--- src/design/macd_pkg.sv ---
// Constants, types and helpers for the MACD indicator stream.
package macd_pkg;

   localparam int FRAC_BITS  = 16;
   localparam int PRICE_BITS = 32;

   localparam int FACTOR_W = FRAC_BITS + 1;
   localparam int X_W      = PRICE_BITS + FRAC_BITS;
   localparam int LINE_W   = X_W + 1;
   localparam int HIST_W   = LINE_W + 1;
   localparam int DIFF_W   = LINE_W + 1;
   localparam int MUL_W    = DIFF_W + FACTOR_W + 1;

   localparam int REQ_DATA_W = ((PRICE_BITS + 7) / 8) * 8;
   localparam int RSP_BITS   = 2 * LINE_W + HIST_W;
   localparam int RSP_DATA_W = ((RSP_BITS + 7) / 8) * 8;

   localparam logic [FACTOR_W-1:0] FACTOR_ONE = FACTOR_W'(1) << FRAC_BITS;

   localparam logic [FACTOR_W-1:0] SHORT_FACTOR_RST  = FACTOR_W'(10082);
   localparam logic [FACTOR_W-1:0] LONG_FACTOR_RST   = FACTOR_W'(4855);
   localparam logic [FACTOR_W-1:0] SIGNAL_FACTOR_RST = FACTOR_W'(13107);

   localparam int CSR_IDX_W = 2;
   localparam logic [CSR_IDX_W-1:0] CSR_SHORT_FACTOR  = 2'd0;
   localparam logic [CSR_IDX_W-1:0] CSR_LONG_FACTOR   = 2'd1;
   localparam logic [CSR_IDX_W-1:0] CSR_SIGNAL_FACTOR = 2'd2;

   // EMA selector used for operand loads and accumulator updates
   localparam logic [1:0] SEL_NONE   = 2'd0;
   localparam logic [1:0] SEL_SHORT  = 2'd1;
   localparam logic [1:0] SEL_LONG   = 2'd2;
   localparam logic [1:0] SEL_SIGNAL = 2'd3;

   typedef struct packed {
      logic       capture;
      logic [1:0] load_sel;
      logic [1:0] upd_sel;
      logic       macd_load;
      logic       out_load;
   } macd_cmd_type;

   // A factor above one acts as exactly one.
   function automatic logic [FACTOR_W-1:0] sat_factor(input logic [FACTOR_W-1:0] f);
      logic [FACTOR_W-1:0] r;
      r = (f > FACTOR_ONE) ? FACTOR_ONE : f;
      return r;
   endfunction

endpackage

--- src/design/macd_ctrl.sv ---
// Sequencer for the MACD stream: steps one item through the shared multiplier.
module macd_ctrl (
   input  logic                  clock,
   input  logic                  reset,
   input  logic                  req_tvalid,
   output logic                  req_tready,
   output logic                  rsp_tvalid,
   input  logic                  rsp_tready,
   output macd_pkg::macd_cmd_type cmd
);

   localparam logic [3:0] ST_IDLE   = 4'd0;
   localparam logic [3:0] ST_LOAD_S = 4'd1;
   localparam logic [3:0] ST_LOAD_L = 4'd2;
   localparam logic [3:0] ST_UPD_S  = 4'd3;
   localparam logic [3:0] ST_UPD_L  = 4'd4;
   localparam logic [3:0] ST_MACD   = 4'd5;
   localparam logic [3:0] ST_LOAD_G = 4'd6;
   localparam logic [3:0] ST_MUL_G  = 4'd7;
   localparam logic [3:0] ST_UPD_G  = 4'd8;
   localparam logic [3:0] ST_OUT    = 4'd9;

   logic [3:0] state_ff;
   logic [3:0] state_in;
   logic       rsp_valid_ff;
   logic       rsp_valid_in;
   logic       out_free;

   assign out_free   = !rsp_valid_ff || rsp_tready;
   assign req_tready = (state_ff == ST_IDLE);
   assign rsp_tvalid = rsp_valid_ff;

   always_comb begin
      state_in      = state_ff;
      cmd.capture   = 1'b0;
      cmd.load_sel  = macd_pkg::SEL_NONE;
      cmd.upd_sel   = macd_pkg::SEL_NONE;
      cmd.macd_load = 1'b0;
      cmd.out_load  = 1'b0;
      unique case (state_ff)
         ST_IDLE: begin
            if (req_tvalid) begin
               cmd.capture = 1'b1;
               state_in    = ST_LOAD_S;
            end
         end
         ST_LOAD_S: begin
            cmd.load_sel = macd_pkg::SEL_SHORT;
            state_in     = ST_LOAD_L;
         end
         ST_LOAD_L: begin
            cmd.load_sel = macd_pkg::SEL_LONG;
            state_in     = ST_UPD_S;
         end
         ST_UPD_S: begin
            cmd.upd_sel = macd_pkg::SEL_SHORT;
            state_in    = ST_UPD_L;
         end
         ST_UPD_L: begin
            cmd.upd_sel = macd_pkg::SEL_LONG;
            state_in    = ST_MACD;
         end
         ST_MACD: begin
            cmd.macd_load = 1'b1;
            state_in      = ST_LOAD_G;
         end
         ST_LOAD_G: begin
            cmd.load_sel = macd_pkg::SEL_SIGNAL;
            state_in     = ST_MUL_G;
         end
         ST_MUL_G: begin
            state_in = ST_UPD_G;
         end
         ST_UPD_G: begin
            cmd.upd_sel = macd_pkg::SEL_SIGNAL;
            state_in    = ST_OUT;
         end
         ST_OUT: begin
            // hold until the output register is free
            if (out_free) begin
               cmd.out_load = 1'b1;
               state_in     = ST_IDLE;
            end
         end
         default: begin
            state_in = ST_IDLE;
         end
      endcase
   end

   always_comb begin
      if (cmd.out_load) begin
         rsp_valid_in = 1'b1;
      end else if (rsp_tready) begin
         rsp_valid_in = 1'b0;
      end else begin
         rsp_valid_in = rsp_valid_ff;
      end
   end

   always_ff @(posedge clock) begin
      if (reset) begin
         state_ff     <= ST_IDLE;
         rsp_valid_ff <= 1'b0;
      end else begin
         state_ff     <= state_in;
         rsp_valid_ff <= rsp_valid_in;
      end
   end

endmodule

--- src/design/macd_dp.sv ---
// MACD datapath: factor registers, EMA state, shared multiplier, result register.
module macd_dp (
   input  logic                                clock,
   input  logic                                reset,
   input  macd_pkg::macd_cmd_type              cmd,
   input  logic [macd_pkg::PRICE_BITS-1:0]     close_price,
   input  logic                                revises_last,
   input  logic                                csr_we,
   input  logic [macd_pkg::CSR_IDX_W-1:0]      csr_index,
   input  logic [macd_pkg::FACTOR_W-1:0]       csr_wdata,
   output logic [macd_pkg::RSP_DATA_W-1:0]     rsp_data
);

   logic [macd_pkg::FACTOR_W-1:0] short_factor_ff;
   logic [macd_pkg::FACTOR_W-1:0] long_factor_ff;
   logic [macd_pkg::FACTOR_W-1:0] signal_factor_ff;

   logic [macd_pkg::X_W-1:0] x_ff;

   logic signed [macd_pkg::LINE_W-1:0] short_prev_ff;
   logic signed [macd_pkg::LINE_W-1:0] long_prev_ff;
   logic signed [macd_pkg::LINE_W-1:0] signal_prev_ff;
   logic signed [macd_pkg::LINE_W-1:0] short_cur_ff;
   logic signed [macd_pkg::LINE_W-1:0] long_cur_ff;
   logic signed [macd_pkg::LINE_W-1:0] signal_cur_ff;
   logic signed [macd_pkg::LINE_W-1:0] macd_ff;

   logic signed [macd_pkg::DIFF_W-1:0] opd_ff;
   logic signed [macd_pkg::DIFF_W-1:0] opd_in;
   logic [macd_pkg::FACTOR_W-1:0]      fac_ff;
   logic [macd_pkg::FACTOR_W-1:0]      fac_in;
   logic signed [macd_pkg::DIFF_W-1:0] prod_ff;
   logic signed [macd_pkg::MUL_W-1:0]  product_in;

   logic signed [macd_pkg::LINE_W-1:0] load_seed;
   logic signed [macd_pkg::DIFF_W-1:0] load_minuend;
   logic signed [macd_pkg::LINE_W-1:0] upd_seed;
   logic signed [macd_pkg::DIFF_W-1:0] sum_in;
   logic signed [macd_pkg::DIFF_W-1:0] hist_diff_in;
   logic [macd_pkg::RSP_DATA_W-1:0]    rsp_data_ff;

   // operand select for the next multiplication
   always_comb begin
      load_seed    = short_prev_ff;
      load_minuend = {2'b00, x_ff};
      fac_in       = macd_pkg::sat_factor(short_factor_ff);
      case (cmd.load_sel)
         macd_pkg::SEL_LONG: begin
            load_seed = long_prev_ff;
            fac_in    = macd_pkg::sat_factor(long_factor_ff);
         end
         macd_pkg::SEL_SIGNAL: begin
            load_seed    = signal_prev_ff;
            load_minuend = {macd_ff[macd_pkg::LINE_W-1], macd_ff};
            fac_in       = macd_pkg::sat_factor(signal_factor_ff);
         end
         default: begin
         end
      endcase
      opd_in = load_minuend - {load_seed[macd_pkg::LINE_W-1], load_seed};
   end

   // floor(d * f / 2^FRAC_BITS) is the arithmetic shift of the full product
   assign product_in = opd_ff * $signed({1'b0, fac_ff});

   always_comb begin
      case (cmd.upd_sel)
         macd_pkg::SEL_LONG:   upd_seed = long_prev_ff;
         macd_pkg::SEL_SIGNAL: upd_seed = signal_prev_ff;
         default:              upd_seed = short_prev_ff;
      endcase
      sum_in = {upd_seed[macd_pkg::LINE_W-1], upd_seed} + prod_ff;
   end

   assign hist_diff_in = {macd_ff[macd_pkg::LINE_W-1], macd_ff}
                       - {signal_cur_ff[macd_pkg::LINE_W-1], signal_cur_ff};

   always_ff @(posedge clock) begin
      if (reset) begin
         short_factor_ff  <= macd_pkg::SHORT_FACTOR_RST;
         long_factor_ff   <= macd_pkg::LONG_FACTOR_RST;
         signal_factor_ff <= macd_pkg::SIGNAL_FACTOR_RST;
      end else if (csr_we) begin
         unique case (csr_index)
            macd_pkg::CSR_SHORT_FACTOR:  short_factor_ff  <= csr_wdata;
            macd_pkg::CSR_LONG_FACTOR:   long_factor_ff   <= csr_wdata;
            macd_pkg::CSR_SIGNAL_FACTOR: signal_factor_ff <= csr_wdata;
            default: begin
            end
         endcase
      end
   end

   always_ff @(posedge clock) begin
      if (reset) begin
         short_prev_ff  <= '0;
         long_prev_ff   <= '0;
         signal_prev_ff <= '0;
         short_cur_ff   <= '0;
         long_cur_ff    <= '0;
         signal_cur_ff  <= '0;
      end else begin
         // a new bar commits the current EMAs before recomputing
         if (cmd.capture && !revises_last) begin
            short_prev_ff  <= short_cur_ff;
            long_prev_ff   <= long_cur_ff;
            signal_prev_ff <= signal_cur_ff;
         end
         case (cmd.upd_sel)
            macd_pkg::SEL_SHORT:  short_cur_ff  <= sum_in[macd_pkg::LINE_W-1:0];
            macd_pkg::SEL_LONG:   long_cur_ff   <= sum_in[macd_pkg::LINE_W-1:0];
            macd_pkg::SEL_SIGNAL: signal_cur_ff <= sum_in[macd_pkg::LINE_W-1:0];
            default: begin
            end
         endcase
      end
   end

   always_ff @(posedge clock) begin
      if (cmd.capture) begin
         x_ff <= {close_price, {macd_pkg::FRAC_BITS{1'b0}}};
      end
      if (cmd.load_sel != macd_pkg::SEL_NONE) begin
         opd_ff <= opd_in;
         fac_ff <= fac_in;
      end
      prod_ff <= product_in[macd_pkg::FRAC_BITS+macd_pkg::DIFF_W-1:macd_pkg::FRAC_BITS];
      if (cmd.macd_load) begin
         macd_ff <= short_cur_ff - long_cur_ff;
      end
      if (cmd.out_load) begin
         rsp_data_ff <= {{(macd_pkg::RSP_DATA_W - macd_pkg::RSP_BITS){1'b0}},
                         hist_diff_in[macd_pkg::HIST_W-2:0], 1'b0,
                         signal_cur_ff, macd_ff};
      end
   end

   assign rsp_data = rsp_data_ff;

endmodule

--- src/design/macd_indicator_stream.sv ---
// Top level of the MACD indicator stream: controller, datapath and ports.
// One closing price per transfer updates a short and a long EMA, and an EMA
// of their difference; each transfer yields one result with the MACD line,
// the signal line and the histogram. Each item makes three passes through
// one shared 50 x 17 multiplier, the signal pass waiting on the short and
// long EMAs, and items are handled one at a time, with no overlap.
// The next item is accepted once the previous result is loaded, even if it
// has not been taken yet. Idle factor writes take effect on the next item and
// are meant for idle periods; reset restores default factors and zero EMAs.
module macd_indicator_stream (
   input  logic                                clock,
   input  logic                                reset,
   input  logic                                req_tvalid,
   output logic                                req_tready,
   // close_price[31:0]
   input  logic [macd_pkg::REQ_DATA_W-1:0]     req_tdata,
   // revises_last[0]
   input  logic                                req_tuser,
   output logic                                rsp_tvalid,
   input  logic                                rsp_tready,
   // macd_line[48:0], signal_line[97:49], histogram[147:98], zero pad [151:148]
   output logic [macd_pkg::RSP_DATA_W-1:0]     rsp_tdata,
   input  logic                                csr_we,
   input  logic [macd_pkg::CSR_IDX_W-1:0]      csr_index,
   input  logic [macd_pkg::FACTOR_W-1:0]       csr_wdata
);

   macd_pkg::macd_cmd_type cmd;

   macd_ctrl u_ctrl (
      .clock      (clock),
      .reset      (reset),
      .req_tvalid (req_tvalid),
      .req_tready (req_tready),
      .rsp_tvalid (rsp_tvalid),
      .rsp_tready (rsp_tready),
      .cmd        (cmd)
   );

   macd_dp u_dp (
      .clock        (clock),
      .reset        (reset),
      .cmd          (cmd),
      .close_price  (req_tdata[macd_pkg::PRICE_BITS-1:0]),
      .revises_last (req_tuser),
      .csr_we       (csr_we),
      .csr_index    (csr_index),
      .csr_wdata    (csr_wdata),
      .rsp_data     (rsp_tdata)
   );

endmodule

--- config.mk ---
export PLATFORM = sky130hd
export DESIGN_NAME = macd_indicator_stream
export DESIGN_NICKNAME = d
export VERILOG_FILES = /design/src/design/macd_pkg.sv /design/src/design/macd_ctrl.sv /design/src/design/macd_dp.sv /design/src/design/macd_indicator_stream.sv
export SDC_FILE = /design/constraint.sdc
export NUM_CORES = 2
export LEC_CHECK = 0
export ABC_AREA = 1
export BUFFER_PORTS_ARGS = -buffer_cell sky130_fd_sc_hd__buf_2
export CORE_MARGIN = 4
export CORE_UTILIZATION = 45
export DETAILED_ROUTE_END_ITERATION = 10
export PLACE_DENSITY_LB_ADDON = 0.2
export SETUP_SLACK_MARGIN = 0.4
export SLEW_MARGIN = 30
export SYNTH_ARGS = -nofsm -noshare
export SYNTH_HDL_FRONTEND = slang
export SYNTH_SLANG_ARGS = --single-unit
--- constraint.sdc ---
create_clock -name clock -period 7.3 [get_ports clock]
set_input_delay 1.095 -clock clock [delete_from_list [all_inputs] [get_ports clock]]
set_output_delay 1.095 -clock clock [all_outputs]
set_load 0.005 [all_outputs]
==> key figures <==
Status
  • Outcome: completed

Logic synthesis
  • Top cells by area, synth: fa_1 (22%), nand2_1 (13%), edfxtp_1 (13%), inv_1 (12%), dfxtp_1 (11%)
  • Predominant post-synthesis flop cell: dfxtp_1
  • Post-synthesis instance area: 69870 um^2
  • Number of synthesized flops with an enable pin: 295
  • Async S/R FF share, synth: 0%
  • Syn Area/Cell: 7.258 um^2
  • Post-synth cell types: 45
  • Cell accounting for the most synthesized area: fa_1
  • Yosys warns: 0
  • Yosys reg bits: 694
  • Sequential share of the synthesized area: 24.11%
  • Area share of the largest cell type after synthesis: 22.15%
  • Syn Inst Count: 9626

Timing
  • Headroom to the max-slew limit: 27.24%
  • Worst-margin pin slew: 1.091 ns
  • Hold Fails Final Rpt: 0
  • Tmin final: 6.642 ns
  • Final worst-path cycle share: 90.99%
  • Final Setup Violations: 0
  • RSZ-0062 raised after global routing: false
  • Max Fclk: 0.1506 GHz
  • Slew Limit Fails: 0
  • Worst hold slack: 0.4270 ns
  • Clock Skew: 0.05659 ns
  • Setup TNS: 0 ns

Floorplan
  • Full die area: 161600 um^2
  • Die W: 402.0 um
  • Core area: 154200 um^2
  • # rows: 144
  • Die extent in y: 402.0 um
  • Initial Util: 45.30%
  • I/O pin count: 211

Placed design
  • DP Cell Count: 11619
  • I/O Buffers: 205
  • Placer Congestion: 1.034
  • HPWL Detailed: 233200 um

Detailed routing
  • Drt first pass iters: 8
  • Vias per inst: 5.372
  • Via count: 63289
  • WL/cell: 23.66 um
  • Final wirelength: 278800 um
  • Initial drt markers: 6286
  • Number of remaining DRC errors: 0
  • Number of routed nets with antenna violations: 0

Critical path
  • Crit path required time: 7.87 ns
  • Critical Path Fanout Max: 16
  • Crit Reg-Reg Startpoint: u_dp.opd_ff[49]
  • R2r setup slk: 0.66 ns
  • Slowest stage delay, CP: 0.69 ns
  • Critical-path top delay cell: edfxtp_1
  • Worst Reg2Reg Path Length in Cells: 22
  • Crit path cell chain: nand2_1 -> inv_1 -> fa_1 -> inv_1 -> fa_1 -> inv_1 -> fa_1 -> inv_1 -> fa_1 -> inv_1 -> fa_1 -> fa_1 -> ha_1 -> nand2_1 -> nor2_1 -> inv_1 -> nor2_1 -> nand2_1 -> nor3_1 -> nand2_1 -> nand3_1 -> nand2_1
  • Critical path class: reg -> reg
  • Worst EP arrival: 7.21 ns
  • Worst setup EP type: register
  • Critical Path Start Type: register
  • FF-to-FF End: u_dp.prod_ff[44]

Global routing
  • Global-route wire length before repair: 413000 um
  • GRT overflow: 0
  • GRT Util Overall: 34.24%
  • Antenna violations before repair: 8
  • Largest net degree at the start of global routing: 199
  • Number of global-route vias before repair: 62462

Worst hold path
  • Worst Hold Launch: u_dp.signal_cur_ff[3]
  • Hold Crit Endpoint: u_dp.rsp_data[52]
  • Hold depth: 0
  • Hold Crit Class: reg -> reg

Clock network
  • Clk Latency, worst-skew pair: 0.73 ns
  • PostCTS Resize Cnt: 0
  • Max Buffers Root-to-Sink: 3
  • CTS Buf Count: 83
  • H-Tree Depth: 3
  • Sink Count: 694
  • Hold_buf cts: 0
  • CTS tree: yes
  • CTS clock-pin slew for the worst setup and hold paths: 0.06 ns
  • CTS root buf: clkbuf_16

Final layout
  • Final core utilization: 49.25%
  • Fillers: 15688
  • Nets@finish: 10832
  • Final std cells w/o fill: 11782
  • Area Growth Syn to Fin: 8.707%
  • Layout cell share with drive strength beyond 1: 4.848%

Flow run
  • # Max-Cap Violations: 0
[how the worst max path moves through the flow]
stage                        to  cells after the start                from
5_1_grt        u_dp.prod_ff[44]                     22     u_dp.opd_ff[49]
6_report       u_dp.prod_ff[44]                     22     u_dp.opd_ff[49]
4_1_cts        u_dp.prod_ff[44]                     22      u_dp.fac_ff[4]
3_3_place_gp   u_dp.prod_ff[44]                     23      u_dp.fac_ff[5]
3_5_place_dp   u_dp.prod_ff[44]                     22      u_dp.fac_ff[4]
2_1_floorplan    u_dp.fac_ff[0]                      4  u_ctrl.state_ff[0]
[per-layer routing]
metal	part of all wire, %	vias up	track usage (%)	wire [um]
met2	47	2484	56.22	130200
met5	0.0097	-	0	27
li1	-	29349	-	-
met1	41	30940	44.85	113400
met3	7.5	512	5.402	20930
met4	5.1	4	15.01	14260
[cell type report]
class                      count  area, um^2  share of cell area (%)
multi-input combinational   6312       43140                   56.79
sequential                   694       16850                   22.18
inverter                    2268        8519                   11.22
tap                         2044        2557                   3.367
clock buffer                 122        2376                   3.128
timing repair buffer         306        2095                   2.758
clock inverter                34       417.9                  0.5502
antenna                        2       5.005                0.006589
[logic make-up (layout without fill, tap and decap cells)]
kind of cell | count (synthesis) | in the layout | share of synthesized area [%]
other | 1 | 7 | 0.005367
adder cells (fa/ha/maj) | 1110 | 1110 | 28.18
AND/OR/NAND/NOR | 3835 | 3835 | 22.04
flip-flops | 694 | 694 | 24.11
buffers and inverters | 2624 | 2730 | 14.30
XOR/XNOR | 145 | 145 | 1.818
AO/OA/AOI/OAI | 1217 | 1217 | 9.545
[synth_stat cells (69+ instances only)]
master	count
nand2_1	2476
inv_1	2258
fa_1	773
nor2_1	739
a21oi_1	580
nand3_1	421
dfxtp_1	399
o21ai_0	394
ha_1	337
edfxtp_1	295
clkbuf_1	285
nand4_1	103
xor2_1	100
o211ai_1	69
[sequential cells by signal (all words and copies together), names as in the netlist, 32 cells and up]
name	cells
u_dp.signal_prev_ff	49
u_dp.prod_ff	49
u_dp.long_prev_ff	49
u_dp.signal_cur_ff	49
u_dp.rsp_data	147
u_dp.short_cur_ff	49
u_dp.long_cur_ff	49
u_dp.x_ff	32
u_dp.macd_ff	49
u_dp.short_prev_ff	49
u_dp.opd_ff	50
[critical path, delay by kind of cell (launching register included)]
family / cells / cell delay, ns
adder cells (fa/ha/maj): 7 / 3.78
buffers and inverters: 6 / 0.63
flip-flops: 1 / 0.69
AND/OR/NAND/NOR: 9 / 1.45
[stage by stage]
stage                     area [um^2]  setup WS (ns)
final                           75950         0.6578
after global routing            75950         0.4167
after CTS                       75860         0.6221
after detailed placement        73070         0.6866
after global placement          73030         0.5189
after floorplan                 69890          1.291
[layout by cell type, fill, tap and decap left out, types with 4 or more instances in the layout]
| cell type | instances |
|---|---|
| xnor2_1 | 45 |
| o21bai_1 | 29 |
| buf_12 | 24 |
| buf_2 | 204 |
| inv_2 | 5 |
| nor2_1 | 736 |
| dfxtp_1 | 399 |
| nor2_4 | 6 |
| nor4_1 | 14 |
| o21a_1 | 8 |
| ha_1 | 337 |
| a21oi_1 | 580 |
| buf_4 | 76 |
| clkbuf_8 | 11 |
| inv_1 | 2258 |
| xor2_1 | 100 |
| nand2_1 | 2472 |
| nand3_1 | 421 |
| o21ai_1 | 37 |
| o221ai_1 | 45 |
| clkinv_2 | 8 |
| o221ai_2 | 5 |
| clkbuf_1 | 26 |
| clkbuf_16 | 85 |
| nand4_1 | 103 |
| nand3b_1 | 7 |
| conb_1 | 5 |
| nand2_2 | 5 |
| nor3_1 | 56 |
| a31oi_1 | 10 |
| a31o_2 | 4 |
| clkinvlp_4 | 5 |
| clkinv_1 | 8 |
| a21o_1 | 21 |
| fa_1 | 773 |
| o21ai_0 | 393 |
| a21boi_0 | 10 |
| edfxtp_1 | 295 |
| o211ai_1 | 69 |
| bufinv_16 | 4 |
[what timing repair did]
item	in CTS	in global routing
setup endpoints to repair	0	9
hold endpoints to repair	0	0
buffers inserted	0	4
Power is left out: the tool's default activity adds up to more than one toggle a clock period on the data nets, which glitch-free logic cannot reach.
